--- src/hdl/hirt_pkg.sv ---
// shared types and constants of the held input release tracker
`timescale 1ns / 1ps

package hirt_pkg;

  localparam int CMD_W  = 2;
  localparam int POS_W  = 13;
  localparam int SCR_W  = 14;
  localparam int BTN_W  = 8;
  localparam int KEY_W  = 32;
  localparam int KIND_W = 2;
  localparam int CFG_IDX_W  = 2;
  localparam int CFG_DATA_W = 14;

  localparam logic [CMD_W-1:0] CMD_POINTER = 2'd0;
  localparam logic [CMD_W-1:0] CMD_KEY     = 2'd1;
  localparam logic [CMD_W-1:0] CMD_RELEASE = 2'd2;

  localparam logic [KIND_W-1:0] KIND_NONE    = 2'd0;
  localparam logic [KIND_W-1:0] KIND_POINTER = 2'd1;
  localparam logic [KIND_W-1:0] KIND_KEY     = 2'd2;

  localparam logic [CFG_IDX_W-1:0] CFG_ENABLE = 2'd0;
  localparam logic [CFG_IDX_W-1:0] CFG_WIDTH  = 2'd1;
  localparam logic [CFG_IDX_W-1:0] CFG_HEIGHT = 2'd2;

  typedef enum logic [3:0] {
    ST_IDLE,
    ST_DISPATCH,
    ST_SEARCH,
    ST_DECIDE,
    ST_MOVE,
    ST_EMIT,
    ST_REL_BTN,
    ST_REL_RD,
    ST_REL_OUT
  } state_t;

endpackage

--- src/hdl/hirt_in_if.sv ---
// command channel between a source and the tracker
`timescale 1ns / 1ps

interface hirt_in_if;
  logic                        valid;
  logic                        ready;
  logic [hirt_pkg::CMD_W-1:0]  command;
  logic [hirt_pkg::POS_W-1:0]  pos_x;
  logic [hirt_pkg::POS_W-1:0]  pos_y;
  logic [hirt_pkg::BTN_W-1:0]  button_mask;
  logic [hirt_pkg::KEY_W-1:0]  key_code;
  logic                        key_down;

  modport source (output valid, command, pos_x, pos_y, button_mask, key_code, key_down,
                  input ready);
  modport sink   (input valid, command, pos_x, pos_y, button_mask, key_code, key_down,
                  output ready);
endinterface

--- src/hdl/hirt_out_if.sv ---
// result channel from the tracker to its consumer
`timescale 1ns / 1ps

interface hirt_out_if;
  logic                        valid;
  logic                        ready;
  logic [hirt_pkg::KIND_W-1:0] event_kind;
  logic [hirt_pkg::POS_W-1:0]  out_x;
  logic [hirt_pkg::POS_W-1:0]  out_y;
  logic [hirt_pkg::BTN_W-1:0]  out_buttons;
  logic [hirt_pkg::KEY_W-1:0]  out_key;
  logic                        out_down;
  logic                        accepted;
  logic                        last;

  modport source (output valid, event_kind, out_x, out_y, out_buttons, out_key, out_down,
                  accepted, last, input ready);
  modport sink   (input valid, event_kind, out_x, out_y, out_buttons, out_key, out_down,
                  accepted, last, output ready);
endinterface

--- src/hdl/held_input_release_tracker_unit.sv ---
// top level of the held input release tracker
`timescale 1ns / 1ps

// Takes one command at a time and is not ready until its last result has been
// loaded into the output register; the next command may then enter while that
// result still waits. Held keys live in a table with one write port and one
// registered read port. A key command scans the table for the key, one entry
// per cycle, and a key-up of a held key passes through a move step that copies
// the last entry into the freed slot; a release-all first releases any held
// buttons, then reads out each held key in turn.
// Results stall in place while the consumer holds off ready.
module held_input_release_tracker_unit #(
  parameter int KEY_SLOTS = 32
) (
  input  logic                               clk,
  input  logic                               rst_n,
  hirt_in_if.sink                            in_ch,
  hirt_out_if.source                         out_ch,
  input  logic                               cfg_we,
  input  logic [hirt_pkg::CFG_IDX_W-1:0]     cfg_index,
  input  logic [hirt_pkg::CFG_DATA_W-1:0]    cfg_data
);

  localparam int IW = (KEY_SLOTS > 1) ? $clog2(KEY_SLOTS) : 1;
  localparam int CW = $clog2(KEY_SLOTS + 1);

  // configuration
  logic                             en_r;
  logic [hirt_pkg::SCR_W-1:0]       width_r;
  logic [hirt_pkg::SCR_W-1:0]       height_r;

  // captured command
  logic [hirt_pkg::CMD_W-1:0]       cmd_r;
  logic [hirt_pkg::POS_W-1:0]       x_r;
  logic [hirt_pkg::POS_W-1:0]       y_r;
  logic [hirt_pkg::BTN_W-1:0]       btn_r;
  logic [hirt_pkg::KEY_W-1:0]       key_r;
  logic                             down_r;

  // tracker state
  hirt_pkg::state_t                 state_r, state_nxt;
  logic [CW-1:0]                    count_r, count_nxt;
  logic [hirt_pkg::POS_W-1:0]       last_x_r, last_x_nxt;
  logic [hirt_pkg::POS_W-1:0]       last_y_r, last_y_nxt;
  logic [hirt_pkg::BTN_W-1:0]       last_btn_r, last_btn_nxt;

  // sequencer registers
  logic [CW-1:0]                    cnt_r, cnt_nxt;
  logic                             chk_vld_r, chk_vld_nxt;
  logic [IW-1:0]                    chk_idx_r, chk_idx_nxt;
  logic                             found_r, found_nxt;
  logic [IW-1:0]                    found_idx_r, found_idx_nxt;
  logic [hirt_pkg::KIND_W-1:0]      res_kind_r, res_kind_nxt;
  logic                             res_acc_r, res_acc_nxt;

  // output register
  logic                             out_valid_r;
  logic [hirt_pkg::KIND_W-1:0]      o_kind_r;
  logic [hirt_pkg::POS_W-1:0]       o_x_r;
  logic [hirt_pkg::POS_W-1:0]       o_y_r;
  logic [hirt_pkg::BTN_W-1:0]       o_btn_r;
  logic [hirt_pkg::KEY_W-1:0]       o_key_r;
  logic                             o_down_r;
  logic                             o_acc_r;
  logic                             o_last_r;

  logic                             out_free;
  logic                             out_load;
  logic [hirt_pkg::KIND_W-1:0]      ld_kind;
  logic [hirt_pkg::POS_W-1:0]       ld_x;
  logic [hirt_pkg::POS_W-1:0]       ld_y;
  logic [hirt_pkg::BTN_W-1:0]       ld_btn;
  logic [hirt_pkg::KEY_W-1:0]       ld_key;
  logic                             ld_down;
  logic                             ld_acc;
  logic                             ld_last;

  // table port
  logic                             mem_we;
  logic [IW-1:0]                    mem_wa;
  logic [hirt_pkg::KEY_W-1:0]       mem_wd;
  logic [IW-1:0]                    mem_ra;
  logic [hirt_pkg::KEY_W-1:0]       mem_rd;

  logic                             in_fire;
  logic                             pos_ok;
  logic [CW-1:0]                    count_dec;
  logic [CW-1:0]                    cnt_inc;

  hirt_key_mem #(
    .KEY_SLOTS (KEY_SLOTS),
    .IW        (IW)
  ) u_key_mem (
    .clk     (clk),
    .wr_en   (mem_we),
    .wr_addr (mem_wa),
    .wr_data (mem_wd),
    .rd_addr (mem_ra),
    .rd_data (mem_rd)
  );

  assign in_ch.ready = (state_r == hirt_pkg::ST_IDLE);
  assign in_fire     = in_ch.valid && in_ch.ready;
  assign out_free    = !out_valid_r || out_ch.ready;
  assign count_dec   = count_r - 1'b1;
  assign cnt_inc     = cnt_r + 1'b1;
  assign pos_ok      = en_r && ({1'b0, x_r} < width_r) && ({1'b0, y_r} < height_r);

  // configuration writes
  always_ff @(posedge clk) begin
    if (!rst_n) begin
      en_r     <= 1'b0;
      width_r  <= '0;
      height_r <= '0;
    end else if (cfg_we) begin
      case (cfg_index)
        hirt_pkg::CFG_ENABLE: en_r     <= cfg_data[0];
        hirt_pkg::CFG_WIDTH:  width_r  <= cfg_data;
        hirt_pkg::CFG_HEIGHT: height_r <= cfg_data;
        default: ;
      endcase
    end
  end

  // command capture
  always_ff @(posedge clk) begin
    if (in_fire) begin
      cmd_r  <= in_ch.command;
      x_r    <= in_ch.pos_x;
      y_r    <= in_ch.pos_y;
      btn_r  <= in_ch.button_mask;
      key_r  <= in_ch.key_code;
      down_r <= in_ch.key_down;
    end
  end

  always_ff @(posedge clk) begin
    if (!rst_n) begin
      state_r     <= hirt_pkg::ST_IDLE;
      count_r     <= '0;
      last_x_r    <= '0;
      last_y_r    <= '0;
      last_btn_r  <= '0;
      cnt_r       <= '0;
      chk_vld_r   <= 1'b0;
      chk_idx_r   <= '0;
      found_r     <= 1'b0;
      found_idx_r <= '0;
      res_kind_r  <= hirt_pkg::KIND_NONE;
      res_acc_r   <= 1'b0;
      out_valid_r <= 1'b0;
    end else begin
      state_r     <= state_nxt;
      count_r     <= count_nxt;
      last_x_r    <= last_x_nxt;
      last_y_r    <= last_y_nxt;
      last_btn_r  <= last_btn_nxt;
      cnt_r       <= cnt_nxt;
      chk_vld_r   <= chk_vld_nxt;
      chk_idx_r   <= chk_idx_nxt;
      found_r     <= found_nxt;
      found_idx_r <= found_idx_nxt;
      res_kind_r  <= res_kind_nxt;
      res_acc_r   <= res_acc_nxt;
      if (out_load) begin
        out_valid_r <= 1'b1;
      end else if (out_ch.ready) begin
        out_valid_r <= 1'b0;
      end
    end
  end

  always_ff @(posedge clk) begin
    if (out_load) begin
      o_kind_r <= ld_kind;
      o_x_r    <= ld_x;
      o_y_r    <= ld_y;
      o_btn_r  <= ld_btn;
      o_key_r  <= ld_key;
      o_down_r <= ld_down;
      o_acc_r  <= ld_acc;
      o_last_r <= ld_last;
    end
  end

  always_comb begin
    state_nxt     = state_r;
    count_nxt     = count_r;
    last_x_nxt    = last_x_r;
    last_y_nxt    = last_y_r;
    last_btn_nxt  = last_btn_r;
    cnt_nxt       = cnt_r;
    chk_vld_nxt   = 1'b0;
    chk_idx_nxt   = chk_idx_r;
    found_nxt     = found_r;
    found_idx_nxt = found_idx_r;
    res_kind_nxt  = res_kind_r;
    res_acc_nxt   = res_acc_r;
    mem_we        = 1'b0;
    mem_wa        = count_r[IW-1:0];
    mem_wd        = key_r;
    mem_ra        = cnt_r[IW-1:0];
    out_load      = 1'b0;
    ld_kind       = hirt_pkg::KIND_NONE;
    ld_x          = '0;
    ld_y          = '0;
    ld_btn        = '0;
    ld_key        = '0;
    ld_down       = 1'b0;
    ld_acc        = 1'b0;
    ld_last       = 1'b0;

    case (state_r)
      hirt_pkg::ST_IDLE: begin
        if (in_fire) begin
          state_nxt = hirt_pkg::ST_DISPATCH;
        end
      end

      hirt_pkg::ST_DISPATCH: begin
        res_kind_nxt = hirt_pkg::KIND_NONE;
        res_acc_nxt  = 1'b0;
        state_nxt    = hirt_pkg::ST_EMIT;
        case (cmd_r)
          hirt_pkg::CMD_POINTER: begin
            if (pos_ok) begin
              last_x_nxt   = x_r;
              last_y_nxt   = y_r;
              last_btn_nxt = btn_r;
              res_kind_nxt = hirt_pkg::KIND_POINTER;
              res_acc_nxt  = 1'b1;
            end
          end
          hirt_pkg::CMD_KEY: begin
            if (en_r) begin
              cnt_nxt   = '0;
              found_nxt = 1'b0;
              state_nxt = hirt_pkg::ST_SEARCH;
            end
          end
          hirt_pkg::CMD_RELEASE: begin
            cnt_nxt   = '0;
            state_nxt = hirt_pkg::ST_REL_BTN;
          end
          default: ;
        endcase
      end

      // reads issue one a cycle, each compare follows in the next cycle
      hirt_pkg::ST_SEARCH: begin
        if (chk_vld_r && (mem_rd == key_r)) begin
          found_nxt     = 1'b1;
          found_idx_nxt = chk_idx_r;
        end
        if (cnt_r < count_r) begin
          mem_ra      = cnt_r[IW-1:0];
          chk_vld_nxt = 1'b1;
          chk_idx_nxt = cnt_r[IW-1:0];
          cnt_nxt     = cnt_inc;
        end else if (!chk_vld_r) begin
          state_nxt = hirt_pkg::ST_DECIDE;
        end
      end

      hirt_pkg::ST_DECIDE: begin
        res_kind_nxt = hirt_pkg::KIND_KEY;
        res_acc_nxt  = 1'b1;
        state_nxt    = hirt_pkg::ST_EMIT;
        mem_ra       = count_dec[IW-1:0];
        if (down_r && !found_r) begin
          if (count_r >= CW'(KEY_SLOTS)) begin
            res_kind_nxt = hirt_pkg::KIND_NONE;
            res_acc_nxt  = 1'b0;
          end else begin
            mem_we    = 1'b1;
            mem_wa    = count_r[IW-1:0];
            mem_wd    = key_r;
            count_nxt = count_r + 1'b1;
          end
        end else if (!down_r && found_r) begin
          // last entry is being read, it fills the freed slot next cycle
          count_nxt = count_dec;
          state_nxt = hirt_pkg::ST_MOVE;
        end
      end

      hirt_pkg::ST_MOVE: begin
        mem_we    = 1'b1;
        mem_wa    = found_idx_r;
        mem_wd    = mem_rd;
        state_nxt = hirt_pkg::ST_EMIT;
      end

      hirt_pkg::ST_EMIT: begin
        ld_kind = res_kind_r;
        ld_acc  = res_acc_r;
        ld_last = 1'b1;
        if (res_kind_r == hirt_pkg::KIND_POINTER) begin
          ld_x   = x_r;
          ld_y   = y_r;
          ld_btn = btn_r;
        end
        if (res_kind_r == hirt_pkg::KIND_KEY) begin
          ld_key  = key_r;
          ld_down = down_r;
        end
        if (out_free) begin
          out_load  = 1'b1;
          state_nxt = hirt_pkg::ST_IDLE;
        end
      end

      hirt_pkg::ST_REL_BTN: begin
        ld_acc = 1'b1;
        if (last_btn_r != '0) begin
          ld_kind = hirt_pkg::KIND_POINTER;
          ld_x    = last_x_r;
          ld_y    = last_y_r;
          ld_last = (count_r == '0);
          if (out_free) begin
            out_load = 1'b1;
            if (count_r == '0) begin
              last_btn_nxt = '0;
              state_nxt    = hirt_pkg::ST_IDLE;
            end else begin
              state_nxt = hirt_pkg::ST_REL_RD;
            end
          end
        end else if (count_r == '0) begin
          // nothing held: a single empty accepted result
          ld_last = 1'b1;
          if (out_free) begin
            out_load  = 1'b1;
            state_nxt = hirt_pkg::ST_IDLE;
          end
        end else begin
          state_nxt = hirt_pkg::ST_REL_RD;
        end
      end

      hirt_pkg::ST_REL_RD: begin
        mem_ra    = cnt_r[IW-1:0];
        state_nxt = hirt_pkg::ST_REL_OUT;
      end

      hirt_pkg::ST_REL_OUT: begin
        mem_ra  = cnt_r[IW-1:0];
        ld_kind = hirt_pkg::KIND_KEY;
        ld_key  = mem_rd;
        ld_acc  = 1'b1;
        ld_last = (cnt_inc == count_r);
        if (out_free) begin
          out_load = 1'b1;
          cnt_nxt  = cnt_inc;
          if (cnt_inc == count_r) begin
            last_btn_nxt = '0;
            count_nxt    = '0;
            state_nxt    = hirt_pkg::ST_IDLE;
          end else begin
            state_nxt = hirt_pkg::ST_REL_RD;
          end
        end
      end

      default: begin
        state_nxt = hirt_pkg::ST_IDLE;
      end
    endcase
  end

  assign out_ch.valid       = out_valid_r;
  assign out_ch.event_kind  = o_kind_r;
  assign out_ch.out_x       = o_x_r;
  assign out_ch.out_y       = o_y_r;
  assign out_ch.out_buttons = o_btn_r;
  assign out_ch.out_key     = o_key_r;
  assign out_ch.out_down    = o_down_r;
  assign out_ch.accepted    = o_acc_r;
  assign out_ch.last        = o_last_r;

endmodule

--- src/hdl/hirt_key_mem.sv ---
// held key table: one write port, one registered read port
`timescale 1ns / 1ps

module hirt_key_mem #(
  parameter int KEY_SLOTS = 32,
  parameter int IW        = 5
) (
  input  logic                        clk,
  input  logic                        wr_en,
  input  logic [IW-1:0]               wr_addr,
  input  logic [hirt_pkg::KEY_W-1:0]  wr_data,
  input  logic [IW-1:0]               rd_addr,
  output logic [hirt_pkg::KEY_W-1:0]  rd_data
);

  logic [hirt_pkg::KEY_W-1:0] mem [KEY_SLOTS];
  logic [hirt_pkg::KEY_W-1:0] rd_data_r;

  always_ff @(posedge clk) begin
    if (wr_en) begin
      mem[wr_addr] <= wr_data;
    end
    rd_data_r <= mem[rd_addr];
  end

  assign rd_data = rd_data_r;

endmodule
--- src/flat_wrapper.sv ---
// flat-port wrapper written by rule: the top's interface ports become plain ports
module held_input_release_tracker_unit_flat 
#(
  parameter int KEY_SLOTS = 32
)
  (clk, rst_n, cfg_we, cfg_index, cfg_data, in_ch_valid, in_ch_command, in_ch_pos_x, in_ch_pos_y, in_ch_button_mask, in_ch_key_code, in_ch_key_down, in_ch_ready, out_ch_valid, out_ch_event_kind, out_ch_out_x, out_ch_out_y, out_ch_out_buttons, out_ch_out_key, out_ch_out_down, out_ch_accepted, out_ch_last, out_ch_ready);
  hirt_in_if in_ch_i ();
  hirt_out_if out_ch_i ();
  input  logic clk;
  input  logic rst_n;
  input  logic cfg_we;
  input  logic [hirt_pkg::CFG_IDX_W-1:0] cfg_index;
  input  logic [hirt_pkg::CFG_DATA_W-1:0] cfg_data;
  input wire logic [$bits(in_ch_i.valid)-1:0] in_ch_valid;
  input wire logic [$bits(in_ch_i.command)-1:0] in_ch_command;
  input wire logic [$bits(in_ch_i.pos_x)-1:0] in_ch_pos_x;
  input wire logic [$bits(in_ch_i.pos_y)-1:0] in_ch_pos_y;
  input wire logic [$bits(in_ch_i.button_mask)-1:0] in_ch_button_mask;
  input wire logic [$bits(in_ch_i.key_code)-1:0] in_ch_key_code;
  input wire logic [$bits(in_ch_i.key_down)-1:0] in_ch_key_down;
  output wire logic [$bits(in_ch_i.ready)-1:0] in_ch_ready;
  output wire logic [$bits(out_ch_i.valid)-1:0] out_ch_valid;
  output wire logic [$bits(out_ch_i.event_kind)-1:0] out_ch_event_kind;
  output wire logic [$bits(out_ch_i.out_x)-1:0] out_ch_out_x;
  output wire logic [$bits(out_ch_i.out_y)-1:0] out_ch_out_y;
  output wire logic [$bits(out_ch_i.out_buttons)-1:0] out_ch_out_buttons;
  output wire logic [$bits(out_ch_i.out_key)-1:0] out_ch_out_key;
  output wire logic [$bits(out_ch_i.out_down)-1:0] out_ch_out_down;
  output wire logic [$bits(out_ch_i.accepted)-1:0] out_ch_accepted;
  output wire logic [$bits(out_ch_i.last)-1:0] out_ch_last;
  input wire logic [$bits(out_ch_i.ready)-1:0] out_ch_ready;
  assign in_ch_i.valid = in_ch_valid;
  assign in_ch_i.command = in_ch_command;
  assign in_ch_i.pos_x = in_ch_pos_x;
  assign in_ch_i.pos_y = in_ch_pos_y;
  assign in_ch_i.button_mask = in_ch_button_mask;
  assign in_ch_i.key_code = in_ch_key_code;
  assign in_ch_i.key_down = in_ch_key_down;
  assign in_ch_ready = in_ch_i.ready;
  assign out_ch_valid = out_ch_i.valid;
  assign out_ch_event_kind = out_ch_i.event_kind;
  assign out_ch_out_x = out_ch_i.out_x;
  assign out_ch_out_y = out_ch_i.out_y;
  assign out_ch_out_buttons = out_ch_i.out_buttons;
  assign out_ch_out_key = out_ch_i.out_key;
  assign out_ch_out_down = out_ch_i.out_down;
  assign out_ch_accepted = out_ch_i.accepted;
  assign out_ch_last = out_ch_i.last;
  assign out_ch_i.ready = out_ch_ready;
  held_input_release_tracker_unit #(.KEY_SLOTS(KEY_SLOTS)) u_core (.clk(clk), .rst_n(rst_n), .in_ch(in_ch_i), .out_ch(out_ch_i), .cfg_we(cfg_we), .cfg_index(cfg_index), .cfg_data(cfg_data));
endmodule
--- config.mk ---
export PLATFORM = sky130hd
export DESIGN_NAME = held_input_release_tracker_unit_flat
export DESIGN_NICKNAME = d
export VERILOG_FILES = /design/src/hdl/hirt_pkg.sv /design/src/hdl/hirt_in_if.sv /design/src/hdl/hirt_out_if.sv /design/src/hdl/held_input_release_tracker_unit.sv /design/src/hdl/hirt_key_mem.sv /design/src/flat_wrapper.sv
export SDC_FILE = /design/constraint.sdc
export NUM_CORES = 2
export LEC_CHECK = 0
export BUFFER_PORTS_ARGS = -buffer_cell sky130_fd_sc_hd__buf_2
export CORE_MARGIN = 2
export CORE_UTILIZATION = 62
export CTS_CLUSTER_SIZE = 25
export DETAILED_ROUTE_END_ITERATION = 10
export PLACE_DENSITY = 0.78
export SETUP_SLACK_MARGIN = 0.02
export SLEW_MARGIN = 5
export SYNTH_ARGS = -nofsm -noshare
export SYNTH_HDL_FRONTEND = slang
export SYNTH_SLANG_ARGS = --single-unit
--- constraint.sdc ---
create_clock -name clk -period 14.9 [get_ports clk]
set_input_delay 2.235 -clock clk [delete_from_list [all_inputs] [get_ports clk]]
set_output_delay 2.235 -clock clk [all_outputs]
set_load 0.01 [all_outputs]
== Word level (Yosys, flattened, before mapping) ==
Memory sizes are Yosys's and may differ from the RTL's. A register that Yosys moved wholly into a read port is not among the register bits.
Cells that the tools add are included.

* Flip-flop bits (word level): 235
* Memories: 1
* Bits in writable memories: 1024

* Reduce and logical (&&, ||, !) cells: 37
* Magnitude comparators: 4
* Add/sub/neg operators: 3
* Multiplexer cells: 76
* Equal/unequal tests: 35

{| class="wikitable"
|+ Memories
! name !! depth !! width !! read ports !! clocked after memory_dff !! wr ports !! line !! source
|-
| u_core.u_key_mem.mem || 32 || 32 || 1 || 1 || 1 || hirt_key_mem.sv:16 || <nowiki>logic [hirt_pkg::KEY_W-1:0] mem [KEY_SLOTS];</nowiki>
|}

{| class="wikitable"
|+ Operators by type and width
! kind !! number
|-
| $mux 32 || 2
|-
| $pmux 32 s2 || 1
|-
| $mux 8 || 7
|-
| $mux 13 || 4
|-
| $pmux 13 s2 || 2
|-
| $mux 6 || 8
|-
| $mux 4 || 9
|-
| $pmux 4 s9 || 1
|-
| $eq 32x32->1 || 1
|-
| $lt 13x14->1 || 2
|-
| $pmux 6 s2 || 2
|-
| $pmux 8 s3 || 1
|-
| $mux 1 || 21
|-
| $ne 2x1->1 const B || 10
|-
| $pmux 6 s3 || 1
|-
| $eq 4x3->1 const B || 4
|-
| $reduce_and 2->1 || 8
|-
| $reduce_and 5->1 || 3
|-
| $add 6x1->6 const B || 2
|-
| $mux 5 || 2
|-
| $pmux 1 s2 || 5
|-
| $mux 3 || 3
|-
| $ne 3x2->1 const B || 3
|-
| $eq 4x2->1 const B || 2
|-
| 29 further kinds || 51
|}

== Longest topological paths before layout ==
* Depth in word-level cells: 7
* Depth in mapped cells: 12

== Hierarchy ==
A second synthesis with hierarchy kept.

* Cells, all modules: 3192
* Area total of the unflattened synthesis: 51147.8 µm²

{| class="wikitable"
|+ By module, submodules not included
! module !! times used !! sequential area each (µm²) !! cells an instance !! area an instance (µm²)
|-
| hirt_key_mem || 1 || 31390.1 || 2260 || 40485.1
|-
| held_input_release_tracker_unit || 1 || 6105.9 || 932 || 10662.7
|}

== Least setup slack after synthesis ==
No wires, ideal clock.

* Path kind: input-to-reg
* From: input port out_ch_ready
* To: register u_core.o_acc_r, in the netlist u_core.out_ch.accepted (enable)
* Setup time: 501 ps
* Data arrival time: 5425 ps
* Slack: 8974 ps
* Stages on the path: 3
* Cells stage by stage: nor2b_1 clkbuf_1 nor2_1

* Cells in the longest elaborated chain, start to end: 5

{| class="wikitable"
|+ Ends and longest elaborated chain
! element !! line !! source
|-
| from (decl) || flat_wrapper.sv:31 || <nowiki>input wire logic [$bits(out_ch_i.ready)-1:0] out_ch_ready;</nowiki>
|-
| $logic_or 1x1->1 (*) || held_input_release_tracker_unit.sv:104 || <nowiki>assign out_free = !out_valid_r || out_ch.ready;</nowiki>
|-
| $mux 1 (*) || -- ||
|-
| $mux 1 || held_input_release_tracker_unit.sv:329 || <nowiki>end else if (count_r == '0) begin</nowiki>
|-
| $mux 1 || held_input_release_tracker_unit.sv:315 || <nowiki>if (last_btn_r != '0) begin</nowiki>
|-
| $pmux 1 s2 (*) || held_input_release_tracker_unit.sv:213 || <nowiki>case (state_r)</nowiki>
|-
| via u_core.out_load || held_input_release_tracker_unit.sv:68 || <nowiki>logic out_load;</nowiki>
|-
| to (signal assigned) || held_input_release_tracker_unit.sv:181 || <nowiki>o_acc_r <= ld_acc;</nowiki>
|-
| to (decl) || held_input_release_tracker_unit.sv:64 || <nowiki>logic o_acc_r;</nowiki>
|}

Mark *: on every way through the listed nets, which the timed path passes. The rest lies on a longest branch.
A chain may end at the register's enable or synchronous reset.

== Final worst setup path ==
* From: register u_core.state_r[1]
* To: register u_core.u_key_mem.rd_data_r, in the netlist u_core.u_key_mem.rd_data[3], read port of u_core.u_key_mem.mem

* Cells in the longest elaborated chain, start to end: 2

{| class="wikitable"
|+ Ends and longest elaborated chain
! element !! line !! source
|-
| from (decl) || held_input_release_tracker_unit.sv:41 || <nowiki>hirt_pkg::state_t state_r, state_nxt;</nowiki>
|-
| from (signal assigned) || held_input_release_tracker_unit.sv:139 || <nowiki>state_r <= hirt_pkg::ST_IDLE;</nowiki>
|-
| from (signal assigned) || held_input_release_tracker_unit.sv:153 || <nowiki>state_r <= state_nxt;</nowiki>
|-
| $eq 4x2->1 || held_input_release_tracker_unit.sv:213 ||
|-
| $mux 5 || -- ||
|-
| to (decl) || hirt_key_mem.sv:17 || <nowiki>logic [hirt_pkg::KEY_W-1:0] rd_data_r;</nowiki>
|}

Every way passes these cells.

==> summary.txt <==
Placement
  – IO Port Bufs: 162
  – Dpl hpwl: 68.0 mm
  – RePlAce Congestion: 0.914
  – Pre-CTS setup slack: 10030 ps

STA
  – Final hold violation count: 0
  – Tcrit/Tclk final: 0.335
  – Max-slew headroom: 0.209
  – Clock skew: 26.2 ps
  – Setup TNS: 0 ps
  – Crit path time final: 4990 ps
  – Setup-failing EPs final: 0
  – Slew Viols, Final: 0
  – Setup ws final: 9910 ps
  – Fin Hold WS: 461 ps
  – Fmax: 201 MHz
  – Worst slew pin tran: 1190 ps
  – RSZ-0062 raised after global routing: false

Logic synthesis
  – Yosys reg bits: 1291
  – Post-synthesis sequential area ratio: 0.752
  – Post-synth EDFFs: 1164
  – Syn avg cell area: 18.7 um^2
  – Post-Syn Nets: 2798
  – Synth Instances: 2672
  – Yosys warnings: 0
  – Top FF cell, synth: edfxtp_1
  – FFs w/ async S/R, synth: 0
  – Synthesized area: 49900 um^2
  – Netlist cell types: 61

Pwr
  – Combinational Power Share: 0.131
  – Net Switching: 0.00216 W
  – Clock Power Share: 0.352
  – Max VDD drop: 0.110 mV
  – Sequential Power Share: 0.517
  – PD cells: 152 nW/um^2
  – P_int: 0.00635 W
  – Final total power: 0.00851 W
  – Switching Share: 0.254
  – Leakage: 18.3 nW

CTS
  – CTS tree: yes
  – Sink Count: 1291
  – CTS resizes: 0
  – Setup Buffers After CTS: 0
  – Clock root cell: clkbuf_16
  – Clk buf depth: 3
  – H-tree levels: 3
  – Clk_lat worst skew: 700 ps
  – Hold buffers post-CTS: 0
  – Clk slew on worst S/H paths: 70 ps
  – Number of buffers created by CTS: 119

Die
  – Placeable Area: 80000 um^2
  – Die Ht: 288 um
  – Die Width: 288 um
  – Die ar.: 82700 um^2
  – Starting density of the core: 0.623
  – Floorplan row count: 104
  – I/O pins: 163

Status
  – Status: finished clean

Layout
  – Most frequent cells in the layout: edfxtp_1, nand2_1, mux4_2
  – Share of cells above drive strength 1: 0.237
  – Most common cell after layout, fill and taps aside: edfxtp_1
  – Area Growth Syn to Fin: 12.3%
  – Nets@finish: 3003

Setup path
  – Critical path class: flop to flop
  – Worst Path Arrival: 5580 ps
  – Crit. End Element: flop
  – CP Data Required Time: 15490 ps
  – Crit-path max FO: 182
  – Critical Path Start Type: flop

Route
  – Post-route ant nets: 0
  – Drt initial violations: 4630
  – DR vias: 28054
  – Via density: 6.94
  – DR pass1 iterations: 6
  – WL final: 132 mm
  – DRC: 0
  – Post-DR wirelength/cell: 32.6 um

Global routing
  – Grt ovf: 0
  – First-pass GRT wire length: 188 mm
  – All-Layer GR Usage: 0.321
  – Vias in the first global route: 27438
  – Largest net degree at the start of global routing: 183
  – Initial antenna violation count: 2

Hold path
  – Hold Path Class: flop to flop

Job
  – Max Cap Viol: 0
## worst paths after layout
kind | start | end | slack (ps) | cells past startpoint
max | u_core.state_r[1]$_SDFFE_PN0P_ | u_core.u_key_mem.rd_data[3]$_DFF_P_ | 9910 | 8
min | u_core.last_x_r[2]$_SDFFE_PN0P_ | u_core.last_x_r[2]$_SDFFE_PN0P_ | 460 | 2
max reg2reg | u_core.state_r[1]$_SDFFE_PN0P_ | u_core.u_key_mem.rd_data[3]$_DFF_P_ | 9910 | 8
min reg2reg | u_core.last_x_r[2]$_SDFFE_PN0P_ | u_core.last_x_r[2]$_SDFFE_PN0P_ | 460 | 2
## power groups by stage
stage          clock, W  sequential (W)  combinational, W
2_1_floorplan         0         0.00441          0.000776
3_3_place_gp          0         0.00446           0.00105
3_5_place_dp          0         0.00446           0.00109
4_1_cts         0.00302         0.00439           0.00110
5_1_grt         0.00315         0.00441           0.00119
6_report        0.00300         0.00440           0.00112
## worst max-delay path, cell delays in order, from the launching register on
cell and delay [ps]:
dfxtp_1 780, nor4bb_4 980, nor2_1 170, a21oi_4 200, buf_12 740, buf_4 1030, mux4_2 400, o22ai_1 120
nor4_1 360
## cell usage after synthesis, drive strengths merged, types with 9 or more instances
| cell | number | area, um^2 |
|---|---|---|
| a22o | 67 | 587 |
| dfxtp | 127 | 2540 |
| mux4 | 251 | 5650 |
| o22ai | 126 | 788 |
| and3 | 11 | 68.8 |
| nand2b | 10 | 62.6 |
| inv | 37 | 139 |
| a21o | 9 | 67.6 |
| nor4 | 40 | 250 |
| and2 | 21 | 131 |
| nand2 | 261 | 980 |
| o21ai | 21 | 105 |
| mux2i | 40 | 400 |
| buf | 68 | 390 |
| a21boi | 35 | 263 |
| nor3 | 9 | 45.0 |
| a21oi | 29 | 149 |
| clkbuf | 69 | 259 |
| ha | 36 | 450 |
| nand3 | 22 | 110 |
| nor2b | 26 | 163 |
| xor2 | 34 | 298 |
| a211oi | 9 | 85.1 |
| nor2 | 62 | 233 |
| edfxtp | 1164 | 35000 |
## registers in the layout, summed over array words and instances (netlist names), 5 cells and up
signal	flops
u_core.x_r	13
u_core.btn_r	8
u_core.chk_idx_r	5
u_core.found_idx_r	5
u_core.width_r	14
u_core.out_ch.out_key	32
u_core.cnt_r	6
u_core.last_y_r	13
u_core.y_r	13
u_core.out_ch.out_buttons	8
u_core.out_ch.out_y	13
u_core.height_r	14
u_core.key_r	32
u_core.out_ch.out_x	13
u_core.last_x_r	13
u_core.count_r	6
u_core.u_key_mem.rd_data	32
u_core.u_key_mem.mem	1024
u_core.last_btn_r	8
## per-layer routing
layer	share of wire	up-vias	GRT usage
met4	0.045	0	0.134
met5	0	-	0
met3	0.14	352	0.0689
li1	-	11186	-
met2	0.47	2313	0.494
met1	0.35	14203	0.455
## layout make-up
cell class / instances / area, um^2
multi-input combinational: 1207 / 11900
clock inverter: 76 / 703
inverter: 37 / 139
tap: 1060 / 1330
timing repair buffer: 221 / 1280
fill: 4741 / 24000
sequential: 1291 / 37500
antenna: 1 / 2.50
clock buffer: 151 / 3140
## logic make-up (layout without fill, tap and decap cells)
group | after synthesis | in the layout | share of synthesized area
buf+inv | 174 | 485 | 0.0158
xor+xnor | 41 | 41 | 0.00720
simple gates | 490 | 490 | 0.0452
compound gates | 347 | 347 | 0.0492
other cells | 0 | 1 | 0
flops | 1291 | 1291 | 0.752
fa+ha+maj | 36 | 36 | 0.00903
mux | 293 | 293 | 0.122
## metrics by stage
| stage | util | area (um^2) | instances |
|---|---|---|---|
| after global routing | 0.700 | 56000 | 4043 |
| after CTS | 0.700 | 56000 | 4043 |
| after global placement | 0.652 | 52200 | 3816 |
| after floorplan | - | 49900 | 2672 |
| final | 0.700 | 56000 | 4044 |
| after detailed placement | 0.652 | 52200 | 3816 |
(Power assumes the default switching activity.)
